`src/rtl/core/srr_pkg.sv`:
```
// Shared types and constants for the selective-repeat receive window.
// Used by srr_ram, srr_engine and selective_repeat_receive_reorder.
package srr_pkg;

  localparam int DEPTH_DEF = 32;
  localparam int WSIZE_W   = 6;
  localparam logic [WSIZE_W-1:0] WSIZE_RST = 6'd8;
  localparam int SEQ_W     = 32;
  localparam int PAY_W     = 32;

  typedef enum logic [1:0] {
    KIND_REJECT  = 2'd0,
    KIND_STORE   = 2'd1,
    KIND_DELIVER = 2'd2
  } kind_t;

  typedef enum logic [1:0] {
    ST_CLEAR,
    ST_IDLE,
    ST_DRAIN
  } state_t;

  typedef struct packed {
    kind_t             kind;
    logic [SEQ_W-1:0]  seq;
    logic [PAY_W-1:0]  pay;
    logic              last;
  } res_t;

  function automatic int addr_w(input int depth);
    return (depth > 1) ? $clog2(depth) : 1;
  endfunction

endpackage

```
`src/rtl/core/srr_ram.sv`:
```
// Generic simple dual-port RAM: one write port, one read port, registered read.
// Depends on srr_pkg for the address width helper.
module srr_ram #(
  parameter int WIDTH = 33,
  parameter int DEPTH = srr_pkg::DEPTH_DEF,
  parameter int AW    = srr_pkg::addr_w(DEPTH)
) (
  input  logic             clk,
  input  logic             wr_en,
  input  logic [AW-1:0]    wr_addr,
  input  logic [WIDTH-1:0] wr_data,
  input  logic             rd_en,
  input  logic [AW-1:0]    rd_addr,
  output logic [WIDTH-1:0] rd_data
);

  logic [WIDTH-1:0] mem [DEPTH];

  always_ff @(posedge clk) begin
    if (wr_en) begin
      mem[wr_addr] <= wr_data;
    end
    if (rd_en) begin
      rd_data <= mem[rd_addr];
    end
  end

endmodule

```
`src/rtl/core/srr_engine.sv`:
```
// Window sequencer: clearing pass, insert, and in-order drain over the slot RAM.
// Depends on srr_pkg and srr_ram.
module srr_engine #(
  parameter int DEPTH = srr_pkg::DEPTH_DEF,
  parameter int AW    = srr_pkg::addr_w(DEPTH)
) (
  input  logic                         clk,
  input  logic                         rst,
  input  logic [srr_pkg::WSIZE_W-1:0]  win_size,
  input  logic                         in_valid,
  output logic                         in_stall,
  input  logic [srr_pkg::SEQ_W-1:0]    seq_num,
  input  logic [srr_pkg::PAY_W-1:0]    payload,
  input  logic                         out_free,
  output logic                         res_load,
  output srr_pkg::res_t                res
);
  import srr_pkg::*;

  localparam int MW = PAY_W + 1;
  localparam logic [AW:0]   DEPTH_W = (AW+1)'(DEPTH);
  localparam logic [AW-1:0] LAST_IX = AW'(DEPTH - 1);

  state_t state, state_next;
  logic [AW-1:0]    clr_addr;
  logic [SEQ_W-1:0] base;
  logic [AW-1:0]    head;
  kind_t            pend_kind;
  logic [SEQ_W-1:0] pend_seq;
  logic [PAY_W-1:0] pend_pay;
  logic             fwd;
  logic [MW-1:0]    fwd_data;

  logic          wr_en, rd_en;
  logic [AW-1:0] wr_addr, rd_addr;
  logic [MW-1:0] wr_data, rd_data;

  logic [SEQ_W-1:0] offset;
  logic             in_win;
  logic [AW:0]      slot_sum;
  logic [AW-1:0]    phys;
  logic [AW-1:0]    head_inc;
  logic [MW-1:0]    hd;
  logic             hv;
  logic             accept;

  srr_ram #(.WIDTH(MW), .DEPTH(DEPTH), .AW(AW)) u_ram (
    .clk     (clk),
    .wr_en   (wr_en),
    .wr_addr (wr_addr),
    .wr_data (wr_data),
    .rd_en   (rd_en),
    .rd_addr (rd_addr),
    .rd_data (rd_data)
  );

  always_comb begin
    offset   = seq_num - base;
    in_win   = (offset < SEQ_W'(DEPTH)) && (offset < SEQ_W'(win_size));
    slot_sum = {1'b0, head} + {1'b0, offset[AW-1:0]};
    phys     = (slot_sum >= DEPTH_W) ? AW'(slot_sum - DEPTH_W) : slot_sum[AW-1:0];
    head_inc = (head == LAST_IX) ? '0 : head + 1'b1;
    hd       = fwd ? fwd_data : rd_data;
    hv       = hd[MW-1];
    accept   = (state == ST_IDLE) && in_valid && out_free;
  end

  always_comb begin
    state_next = state;
    case (state)
      ST_CLEAR: begin
        if (clr_addr == LAST_IX) state_next = ST_IDLE;
      end
      ST_IDLE: begin
        if (accept && in_win) state_next = ST_DRAIN;
      end
      ST_DRAIN: begin
        if (out_free && !hv) state_next = ST_IDLE;
      end
      default: state_next = ST_CLEAR;
    endcase
  end

  always_comb begin
    in_stall = 1'b1;
    wr_en    = 1'b0;
    wr_addr  = head;
    wr_data  = '0;
    rd_en    = 1'b0;
    rd_addr  = head;
    res_load = 1'b0;
    res      = '{kind: KIND_REJECT, seq: seq_num, pay: '0, last: 1'b1};
    case (state)
      ST_CLEAR: begin
        wr_en   = 1'b1;
        wr_addr = clr_addr;
      end
      ST_IDLE: begin
        in_stall = !out_free;
        if (accept) begin
          if (in_win) begin
            wr_en   = 1'b1;
            wr_addr = phys;
            wr_data = {1'b1, payload};
            rd_en   = 1'b1;
          end else begin
            res_load = 1'b1;
          end
        end
      end
      ST_DRAIN: begin
        if (out_free) begin
          res_load = 1'b1;
          res      = '{kind: pend_kind, seq: pend_seq, pay: pend_pay, last: !hv};
          if (hv) begin
            wr_en   = 1'b1;
            rd_en   = 1'b1;
            rd_addr = head_inc;
          end
        end
      end
      default: ;
    endcase
  end

  always_ff @(posedge clk) begin
    if (rst) begin
      state    <= ST_CLEAR;
      clr_addr <= '0;
      base     <= '0;
      head     <= '0;
      fwd      <= 1'b0;
    end else begin
      state <= state_next;
      if (state == ST_CLEAR) clr_addr <= clr_addr + 1'b1;
      if (rd_en) begin
        fwd      <= wr_en && (wr_addr == rd_addr);
        fwd_data <= wr_data;
      end
      if (state == ST_DRAIN && out_free && hv) begin
        base <= base + 1'b1;
        head <= head_inc;
      end
    end
  end

  always_ff @(posedge clk) begin
    if (accept && in_win) begin
      pend_kind <= KIND_STORE;
      pend_seq  <= seq_num;
      pend_pay  <= '0;
    end else if (state == ST_DRAIN && out_free && hv) begin
      pend_kind <= KIND_DELIVER;
      pend_seq  <= base;
      pend_pay  <= hd[PAY_W-1:0];
    end
  end

endmodule

```
`src/rtl/core/selective_repeat_receive_reorder.sv`:
```
// Top level of the selective-repeat receive window: config register, output register.
// Depends on srr_pkg and srr_engine (which holds the slot RAM).
//
// Usage:
//  - Input channel in_valid/in_stall carries one packet beat: seq_num and payload.
//  - Output channel out_valid/out_stall carries result beats: kind, out_seq,
//    out_payload, last. last marks the final beat caused by one packet.
//  - Config channel cfg_valid/cfg_ready writes the window size (6 bits);
//    cfg_ready is always high. Write it only while the block is idle.
//  - A packet outside the window yields one reject beat, loaded into the output
//    register at the accept edge.
//  - A packet inside the window is written to the slot RAM and the head slot is
//    read in the same cycle; the store beat is loaded from the drain state, then
//    one deliver beat per cycle while the head slot is valid and the receiver
//    does not stall. The registered RAM read of the head slot sets the per-beat
//    pace of the drain.
//  - Each result beat is held in the pend registers so that its last flag can
//    see whether the next head slot is valid.
//  - Reset: a clearing pass writes every slot invalid, one entry per cycle;
//    in_stall stays high meanwhile. Base resets to 0 and the window size to 8.
//  - When the receiver stalls, the output register holds and the engine pauses;
//    no new packet is accepted until the current one is fully delivered.
module selective_repeat_receive_reorder #(
  parameter int WINDOW_DEPTH = srr_pkg::DEPTH_DEF
) (
  input  logic                         clk,
  input  logic                         rst,
  input  logic                         in_valid,
  output logic                         in_stall,
  input  logic [srr_pkg::SEQ_W-1:0]    seq_num,
  input  logic [srr_pkg::PAY_W-1:0]    payload,
  output logic                         out_valid,
  input  logic                         out_stall,
  output logic [1:0]                   kind,
  output logic [srr_pkg::SEQ_W-1:0]    out_seq,
  output logic [srr_pkg::PAY_W-1:0]    out_payload,
  output logic                         last,
  input  logic                         cfg_valid,
  output logic                         cfg_ready,
  input  logic [srr_pkg::WSIZE_W-1:0]  cfg_data
);
  import srr_pkg::*;

  logic [WSIZE_W-1:0] win_size;
  logic               out_free;
  logic               res_load;
  res_t               res;

  // Config register: always ready, take every write beat.
  assign cfg_ready = 1'b1;

  always_ff @(posedge clk) begin
    if (rst) begin
      win_size <= WSIZE_RST;
    end else if (cfg_valid) begin
      win_size <= cfg_data;
    end
  end

  // The output register is free when empty or when its beat leaves this edge.
  assign out_free = !out_valid || !out_stall;

  srr_engine #(.DEPTH(WINDOW_DEPTH)) u_engine (
    .clk         (clk),
    .rst         (rst),
    .win_size    (win_size),
    .in_valid    (in_valid),
    .in_stall    (in_stall),
    .seq_num     (seq_num),
    .payload     (payload),
    .out_free    (out_free),
    .res_load    (res_load),
    .res         (res)
  );

  // Output register: load a new beat, or drop the valid once the beat is taken.
  always_ff @(posedge clk) begin
    if (rst) begin
      out_valid <= 1'b0;
    end else if (res_load) begin
      out_valid <= 1'b1;
    end else if (!out_stall) begin
      out_valid <= 1'b0;
    end
  end

  always_ff @(posedge clk) begin
    if (res_load) begin
      kind        <= res.kind;
      out_seq     <= res.seq;
      out_payload <= res.pay;
      last        <= res.last;
    end
  end

  // The engine never overwrites a beat that is still waiting.
  a_no_overwrite: assert property (@(posedge clk) disable iff (rst)
    res_load |-> out_free)
    else $error("result loaded while output register busy");

  // A reject beat always closes its packet.
  a_reject_last: assert property (@(posedge clk) disable iff (rst)
    (out_valid && kind == KIND_REJECT) |-> last)
    else $error("reject beat without last");

  // Only deliver beats carry a payload.
  a_payload_zero: assert property (@(posedge clk) disable iff (rst)
    (out_valid && kind != KIND_DELIVER) |-> (out_payload == '0))
    else $error("nonzero payload on non-deliver beat");

  // An in-window packet blocks the input until its beats are produced.
  a_hold_input: assert property (@(posedge clk) disable iff (rst)
    (res_load && !res.last) |=> in_stall)
    else $error("input accepted while a packet is still draining");

endmodule

```
`config.mk`:
```
export PLATFORM = sky130hd
export DESIGN_NAME = selective_repeat_receive_reorder
export DESIGN_NICKNAME = d
export VERILOG_FILES = /design/src/rtl/core/srr_pkg.sv /design/src/rtl/core/srr_ram.sv /design/src/rtl/core/srr_engine.sv /design/src/rtl/core/selective_repeat_receive_reorder.sv
export SDC_FILE = /design/constraint.sdc
export NUM_CORES = 1
export LEC_CHECK = 0
export BUFFER_PORTS_ARGS = -buffer_cell sky130_fd_sc_hd__buf_2
export CORE_AREA = 2 2 416 294
export DETAILED_ROUTE_END_ITERATION = 6
export DIE_AREA = 0 0 418 296
export GPL_ROUTABILITY_DRIVEN = 0
export PLACE_DENSITY_LB_ADDON = 0.15
export SLEW_MARGIN = 5
export SYNTH_ARGS = -nofsm -noshare
export SYNTH_HDL_FRONTEND = slang
export SYNTH_SLANG_ARGS = --single-unit
```
`constraint.sdc`:
```
create_clock -name clk -period 17.6 [get_ports clk]
set_input_delay 1.76 -clock clk [delete_from_list [all_inputs] [get_ports clk]]
set_output_delay 1.76 -clock clk [all_outputs]
set_load 0.02 [all_outputs]
```
== Word-level counts from Yosys, hierarchy flattened ==
Memories as Yosys holds them, arrays and structs flattened. A register that Yosys moved wholly into a read port is not among the register bits.
Cells that the tools add are included.

* RAM bits: 1,056
* Flip-flop bits (word level): 218
* Output and inout port bits: 70
* Bits of input ports: 75
* Memories: 1

* Magnitude comparators: 3
* Add/sub/neg operators: 6
* Equality and inequality tests: 9
* Reduce and logical (&&, ||, !) cells: 18
* Bitwise gates (word level): 1
* Mux-type cells: 35

{| class="wikitable"
|+ Memory list
! memory !! depth !! width !! read ports !! clocked after memory_dff !! wr ports !! RTL line !! source
|-
| u_engine.u_ram.mem || 32 || 33 || 1 || 1 || 1 || srr_ram.sv:17 || <nowiki>logic [WIDTH-1:0] mem [DEPTH];</nowiki>
|}

{| class="wikitable"
|+ Operators with widths
! operator !! count
|-
| two-way mux 33 bit || 4
|-
| two-way mux 65 bit || 2
|-
| two-way mux 32 bit || 2
|-
| two-way mux 5 bit || 7
|-
| adder 32 x 1 -> 32 bit (second input constant) || 1
|-
| less-than comparator 32 x 6 -> 1 bit || 1
|-
| less-than comparator 32 x 6 -> 1 bit (second input constant) || 1
|-
| subtractor 32 bit || 1
|-
| two-way mux 1 bit || 12
|-
| adder 5 x 1 -> 5 bit (second input constant) || 2
|-
| equality test 5 bit (second input constant) || 2
|-
| one-hot mux 5 bit (2 select lines) || 1
|-
| logical AND 1 bit || 8
|-
| adder 5 x 5 -> 6 bit || 1
|-
| greater-or-equal comparator 6 bit (second input constant) || 1
|-
| two-way mux 2 bit || 3
|-
| != test 2 x 1 -> 1 bit (second input constant) || 3
|-
| one-hot mux 2 bit (3 select lines) || 1
|-
| equality test 5 bit || 1
|-
| subtractor 5 x 1 -> 5 bit (second input constant) || 1
|-
| zero test 1 bit || 4
|-
| one-hot mux 1 bit (2 select lines) || 2
|-
| AND reduction 2 bit || 2
|-
| one-hot mux 1 bit (3 select lines) || 1
|-
| other kinds (8) || 8
|}

== Logic depth before layout (Yosys ltp) ==
Gate-level depths: netlist of the first run.

* Depth after elaboration: 9
* Depth in mapped cells: 22
* Depth with buffers taken out: 20

== Modules after synthesis ==
A second synthesis of the first run with hierarchy kept.

* Cell total of the unflattened synthesis: 3,459
* Area, all modules: 53,607.7 sq um

{| class="wikitable"
|+ By module, submodules not included
! module !! cells an instance !! area each (sq um) !! instances
|-
| srr_ram || 2,332 || 42,144.2 || 1
|-
| srr_engine || 1,035 || 9,192.6 || 1
|-
| selective_repeat_receive_reorder || 92 || 2,270.9 || 1
|}

== Worst setup path after synthesis of the first run ==
No wires, ideal clock.

* Kind: input to register
* From: input port seq_num[0] (netlist name)
* To: memory u_engine.u_ram.mem[14][0] (enable)
* Stages on the path: 21
* Arrival: 7.456 ns
* Slack: 9.721 ns
* Setup time: 0.423 ns
* Cell sequence: inv_1 ha_1 fa_1 nand2b_1 nand2b_1 a21oi_1 xnor2_1 ha_1 a21o_1 a21oi_1 o21ai_0 nor4_1 nor4bb_1 nand4_1 nor4_1 and4b_1 buf_4 or2_2 o21ai_0 or3b_2 nor2_1

* Word-level cells in the longest chain between the ends: 8

{| class="wikitable"
|+ Ends and longest elaborated chain
! element !! RTL line !! source
|-
| from (decl) || selective_repeat_receive_reorder.sv:30 || <nowiki>input logic [srr_pkg::SEQ_W-1:0] seq_num,</nowiki>
|-
| subtractor 32 bit * || srr_engine.sv:58 || <nowiki>offset = seq_num - base;</nowiki>
|-
| less-than comparator 32 x 6 -> 1 bit || srr_engine.sv:59 || <nowiki>in_win = (offset < SEQ_W'(DEPTH)) && (offset < SEQ_W'(win_size));</nowiki>
|-
| logical AND 1 bit || srr_engine.sv:59 ||
|-
| two-way mux 1 bit || srr_engine.sv:101 || <nowiki>if (in_win) begin</nowiki>
|-
| two-way mux 1 bit || srr_engine.sv:100 || <nowiki>if (accept) begin</nowiki>
|-
| one-hot mux 1 bit (3 select lines) || srr_engine.sv:93 || <nowiki>case (state)</nowiki>
|-
| two-way mux 1 bit || srr_ram.sv:20 || <nowiki>if (wr_en) begin</nowiki>
|-
| two-way mux 1 bit (not written as such) || srr_ram.sv:21 || <nowiki>mem[wr_addr] <= wr_data;</nowiki>
|-
| to (decl) || srr_ram.sv:17 ||
|}

Every way passes the cells marked *; elsewhere a longest branch is shown, timed or not.

== Final worst setup path of the first run ==
* From: input port seq_num[0] (netlist name)
* To: memory u_engine.u_ram.mem[16][17] (enable)

The elaborated chain is that of the path after synthesis.

==> flow_summary_export.csv, run 1 <==
group,metric,value,unit
die,coreArea,0.120,mm²
drt,first_pass_iters,6,
clocking,ctsRootBufferMaster,"clkbuf_16",
timing,setup_viol_count_final,0,
layout,post-route-util,50.3,%
setup_path,timing.rr.start,"u_engine.base[0]$_SDFFE_PP0P_",
timing,max_freq,119,MHz
global_route,grt_pass1_vias,30000,
clocking,cts_tree,"yes",
timing,hold_ws,0.463,ns
clocking,numCtsBuffers,130,
clocking,post_cts_resized,0,
die,core.rowCount,107,
layout,syn_to_final_growth,13.1,%
synth,synth-main-ff-cell,"edfxtp_1",
layout,drive_above_1_share,22.1,%
setup_path,cp.arrival,8.84,ns
timing,worstMarginPinSlew,1.31,ns
layout,multi_input_area,0.0145,mm²
die,die_w,418,µm
hold_path,hp-start,"u_engine.pend_kind[0]$_SDFFE_PP1P_",
timing,hold_viol,0,
synth,synth_top_area_share,68.5,%
layout,mostFrequentLayoutCells,"edfxtp_1, nand2_1, mux4_2",
timing,finalMaxSlewViolations,0,
drt,drtAntennaViolNets,0,
setup_path,critical_path_class,"in2reg",
setup_path,cp.required,18.05,ns
drt,via_count,30300,
synth,async_flop_share,0,%
timing,rsz0062_at_grt,"false",
timing,tns,0,ns
pwr,power.density,106,mW/mm²
synth,synth-edff-count,1221,
timing,fin_crit_sh,47.7,%
die,start_util,44.5,%
timing,min_period,8.40,ns
placement,portBuffers,143,
clocking,htree_num_levels,4,
setup_path,worstPathMaxFanout,63,
placement,dpl_cell_area,0.0563,mm²
run,cap_violations,0,
placement,dp_hpwl,84600,µm
timing,slew_headroom,12.5,%
synth,synth_top_area_cell,"edfxtp_1",
synth,synthesis.area,0.0535,mm²
die,die_area,0.124,mm²
layout,seq_area,0.0384,mm²
outcome,status,"complete, no violations",
synth,yosysWarnings,0,
setup_path,cp-startpoint,"seq_num[0]",
drt,viasPerCell,5.96,
hold_path,hp-class,"reg2reg",
clocking,hold_buffers,0,
synth,ys_seq_area_share,71.7,%
synth,ys_ff_latch,1307,
synth,synthTopCellsByArea,"edfxtp_1, mux4_2, dfxtp_1, nand2_1, nand3_1",
setup_path,end_kind,"flop",
global_route,grt_max_degree,110,
layout,layout_commonest_cell,"edfxtp_1",
pwr,power_leakage,21.8,nW
clocking,clock_latency,0.76,ns
drt,wl_per_cell,28.2,µm
layout,fillers,9867,
setup_path,crit_path_start_kind,"primary input",
synth,yosysUniqueCellTypes,77,
layout,final_nets,3526,
drt,initialDrtViolationCount,3523,
clocking,cts_buffer_depth,3,
clocking,cts_setup_buffers,0,
timing,skew,0.0358,ns
synth,syn-num-nets,3366,
global_route,antenna_found_initial,8,
global_route,grt-ovfl-total,0,
layout,final_cells,5087,
synth,syn_inst,3240,
drt,drc,0,
die,die_h,296,µm
die,io_pins,145,
layout,design_area,0.0606,mm²
clocking,clock_sinks,1307,
clocking,cts.clk_slew.worst_paths,0.06,ns
pwr,peakVddDrop,0.000102,V
drt,routed_wirelength,143000,µm
placement,dp_cells,4846,
synth,syn_avg_cell_area,16.5,µm²
global_route,grtUsageTotal,23.2,%
global_route,grt_pass1_wl,206000,µm
[where the power goes]
part / internal, mW / switching, mW
clock: 1.55 / 1.20
combinational: 0.0780 / 0.154
sequential: 3.40 / 0.0110
[final timing paths]
check	end	slack, ns	depth (start not counted)
max	u_engine.u_ram.mem[16][17]$_DFFE_PP_	9.20	23
min	u_engine.pend_kind[0]$_SDFFE_PP1P_	0.46	1
max reg2reg	u_engine.u_ram.mem[16][17]$_DFFE_PP_	9.97	21
min reg2reg	u_engine.pend_kind[0]$_SDFFE_PP1P_	0.46	1
[logic make-up (layout without fill, tap and decap cells)]
kind of cell	count (synthesis)	in the layout	synth area share, %
xor gates and xnor gates	46	46	0.752
other	1	2	0.00700
adders and majority gates	51	51	1.22
muxes	348	348	12.8
DFF	1307	1307	71.7
and+or+nand+nor	954	954	8.30
buffers and inverters	238	504	1.71
AOI/OAI and AO/OA	295	295	3.56
[registers in the layout, summed over array words and instances, names as in the netlist]
register / cells
u_engine.u_ram.mem: 1056
u_engine.fwd_data: 33
u_engine.u_ram.rd_data: 33
out_payload: 32
out_seq: 32
u_engine.base: 32
u_engine.pend_pay: 32
u_engine.pend_seq: 32
win_size: 6
u_engine.clr_addr: 5
u_engine.head: 5
kind: 2
u_engine.pend_kind: 2
u_engine.state: 2
last: 1
out_valid: 1
u_engine.fwd: 1
[worst max-delay path, cell delays in order]
cell       delay (ns)
buf_2            0.09
inv_1            0.07
ha_1             0.23
fa_1             0.40
nand2b_1         0.20
nand2b_1         0.08
a21oi_1          0.08
xnor2_1          0.28
ha_1             0.30
a21o_1           0.17
a21oi_1          0.14
o21ai_0          0.12
nor4_1           0.26
nor4bb_1         0.26
nand4_1          0.16
nor4_1           0.29
and4b_4          0.27
buf_4            0.55
o21bai_4         0.10
a222oi_1         0.82
o2111ai_2        0.73
nor2_4           1.06
buf_4            0.39
[layout make-up]
| class | instances | share of cell area (%) |
|---|---|---|
| Timing Repair Buffer | 206 | 2.06 |
| Tap cell | 1580 | 3.26 |
| Inverter | 60 | 0.374 |
| Antenna cell | 1 | 0.00413 |
| Sequential cell | 1307 | 63.4 |
| Clock inverter | 72 | 1.10 |
| Clock buffer | 166 | 5.84 |
| Multi-Input combinational cell | 1695 | 24.0 |
[metal layers]
layer / global-route usage [%] / vias to the layer above / wire length [µm]
met4: 6.75 / 8 / 3690
met5: 0.770 / - / 161
met2: 35.3 / 1287 / 64500
li1: - / 13000 / -
met1: 33.0 / 15800 / 62200
met3: 5.79 / 221 / 12600
[cells in the mapped netlist, types with 16 or more instances]
library cell / instances
edfxtp_1: 1221
nand2_1: 400
mux4_2: 264
nand3_1: 184
nor2_1: 135
clkbuf_1: 129
o21ai_0: 101
dfxtp_1: 86
inv_1: 60
a21oi_1: 57
and2_1: 51
ha_1: 49
mux2i_1: 49
and3_1: 47
buf_1: 42
a211oi_1: 41
xnor2_1: 38
mux2_2: 35
nor3_1: 26
nand4_1: 23
or3_1: 16
[per-stage QoR]
stage	worst slack [ns]	power (mW)
3_5_place_dp	8.44	3.71
6_report	9.20	6.40
3_3_place_gp	8.52	3.70
4_1_cts	9.26	6.44
5_1_grt	8.67	6.59
2_1_floorplan	9.72	3.61
No activity file was read; power rests on OpenSTA's default activity.
==> inputs of run 2 (changes only) <==
==> constraint.sdc (replaced) <==
create_clock -name clk -period 7.2 [get_ports clk]
set_input_delay 0.72 -clock clk [delete_from_list [all_inputs] [get_ports clk]]
set_output_delay 0.72 -clock clk [all_outputs]
set_load 0.02 [all_outputs]
==> flow_summary_export.csv, run 2 (same netlist as run 1, synthesis figures left out) <==
group,metric,value,unit
drt,viasPerCell,5.92,
setup_path,rr_worst_depth,20,
layout,drive_above_1_share,22.7,%
setup_path,cp-startpoint,"u_engine.base[0]$_SDFFE_PP0P_",
timing,fin_crit_sh,85.7,%
placement,dpl_cell_area,0.0570,mm²
die,core.rowCount,107,
setup_path,critical_path_class,"reg2reg",
layout,largest_reg_flops,1056,
global_route,grt_max_degree,100,
drt,routed.top_layer,"met4",
global_route,antenna_found_initial,6,
setup_path,end_kind,"flop",
setup_path,crit_path_start_kind,"flop",
global_route,grt_pass1_wl,209000,µm
drt,routed_wirelength,143000,µm
drt,wl_met1,64600,µm
setup_path,worstPathMaxFanout,19,
drt,drc,0,
clocking,htree_num_levels,3,
global_route,grtUsageTotal,23.2,%
die,die_w,418,µm
drt,first_pass_iters,5,
timing,hold_viol,0,
layout,final_cells,5144,
pwr,power.density,254,mW/mm²
drt,initialDrtViolationCount,3597,
clocking,hold_buffers,0,
timing,max_freq,162,MHz
hold_path,worstHoldPathCells,3,
pwr,peakVddDrop,0.000230,V
timing,setup_viol_count_final,0,
timing,slew_headroom,32.1,%
global_route,grt_pass1_vias,30500,
die,die_h,296,µm
placement,dp_cells,4913,
clocking,post_cts_resized,0,
placement,portBuffers,143,
timing,min_period,6.17,ns
setup_path,cp.required,7.58,ns
die,start_util,44.5,%
layout,multi_input_area,0.0145,mm²
clocking,cts_buffer_depth,3,
timing,finalMaxSlewViolations,0,
timing,rsz0062_at_grt,"false",
die,die_area,0.124,mm²
drt,drtAntennaViolNets,0,
drt,via_count,30400,
layout,mostFrequentLayoutCells,"edfxtp_1, nand2_1, mux4_2",
timing,skew,0.0436,ns
layout,design_area,0.0611,mm²
clocking,cts_tree,"yes",
clocking,clock_latency,0.75,ns
drt,met3_length,11100,µm
outcome,status,"complete, no violations",
timing,fin_ws,1.03,ns
layout,largest-register,"u_engine.u_ram.mem",
placement,dp_hpwl,89100,µm
layout,seq_area,0.0384,mm²
drt,wl_per_cell,27.8,µm
timing,worstMarginPinSlew,0.992,ns
layout,fillers,9770,
placement,pre_cts_ws,0.603,ns
die,coreArea,0.120,mm²
drt,wl_met2,64300,µm
layout,syn_to_final_growth,14.0,%
setup_path,timing.rr.start,"u_engine.base[0]$_SDFFE_PP0P_",
layout,layout_commonest_cell,"edfxtp_1",
setup_path,cp.arrival,6.55,ns
hold_path,hp-class,"in2reg",
clocking,cts_setup_buffers,0,
clocking,ctsRootBufferMaster,"clkbuf_16",
clocking,clock_sinks,1307,
run,cap_violations,0,
clocking,cts.clk_slew.worst_paths,0.07,ns
hold_path,hp-start,"cfg_data[1]",
clocking,numCtsBuffers,120,
layout,final_nets,3581,
global_route,grt-ovfl-total,0,
layout,reg_top3,"u_engine.u_ram.mem (1056), u_engine.fwd_data (33), u_engine.u_ram.rd_data (33)",
pwr,power_leakage,22.1,nW
timing,tns,0,ns
die,io_pins,145,
[run 2: cell types whose count changed in the layout (fill, tap and decap cells not counted), moves of 4 or more]
cell and delta:
clkinv_1 +8, diode_2 +4, and2_2 -9, buf_12 +17
clkbuf_16 -13, clkinv_2 -6, bufinv_16 +9, clkinv_8 -4
buf_4 +49, and2_1 +9
[run 2: worst paths after layout]
kind | endpoint | slack [ns]
max | u_engine.u_ram.mem[16][30]$_DFFE_PP_ | 1.03
min | win_size[1]$_SDFFE_PP0P_ | 0.21
max reg2reg | u_engine.u_ram.mem[16][30]$_DFFE_PP_ | 1.03
min reg2reg | u_engine.pend_kind[0]$_SDFFE_PP1P_ | 0.44
[run 2: layout make-up]
class,instances,share of cell area (%)
Clock inverter,73,1.39
Clock buffer,153,5.20
Sequential cell,1307,62.9
Multi-Input combinational cell,1695,23.8
Tap cell,1580,3.24
Inverter,60,0.371
Timing Repair Buffer,271,3.16
Antenna cell,5,0.0205
[run 2: power by group]
part           internal, mW  total (mW)  switching [mW]
logic                 0.204       0.599           0.395
registers              8.32        8.34          0.0274
clock network          3.73        6.57            2.84
total                  12.3        15.5            3.26
[run 2: critical path, stage by stage, from the launching register on]
cell and delay [ns]:
dfxtp_1 0.36, ha_1 0.23, fa_1 0.40, nand2b_1 0.20, nand2b_1 0.09, a21oi_1 0.08, xnor2_1 0.30, ha_1 0.31
a21o_1 0.17, a21oi_1 0.14, o21ai_0 0.13, or3_1 0.38, a2111o_1 0.28, nor4_1 0.34, nand4_1 0.20, nor3_1 0.25
xnor2_1 0.14, o21ai_1 0.67, or3b_1 0.58, nor2_4 0.17, buf_4 0.35
[run 2: per-layer routing]
layer	up-vias	track usage, %
met5	-	0
met2	1257	35.0
li1	13100	-
met1	15900	34.8
met3	164	4.74
met4	0	5.42
[run 2: per-stage QoR]
step / hold WS [ns] / util (%) / total power [mW]
6_report: 0.208 / 50.7 / 15.5
5_1_grt: 0.203 / 50.7 / 16.0
4_1_cts: 0.163 / 50.7 / 15.6
3_5_place_dp: 0.437 / 47.4 / 9.10
3_3_place_gp: 0.431 / 47.4 / 9.08
2_1_floorplan: 0.418 / - / 8.82
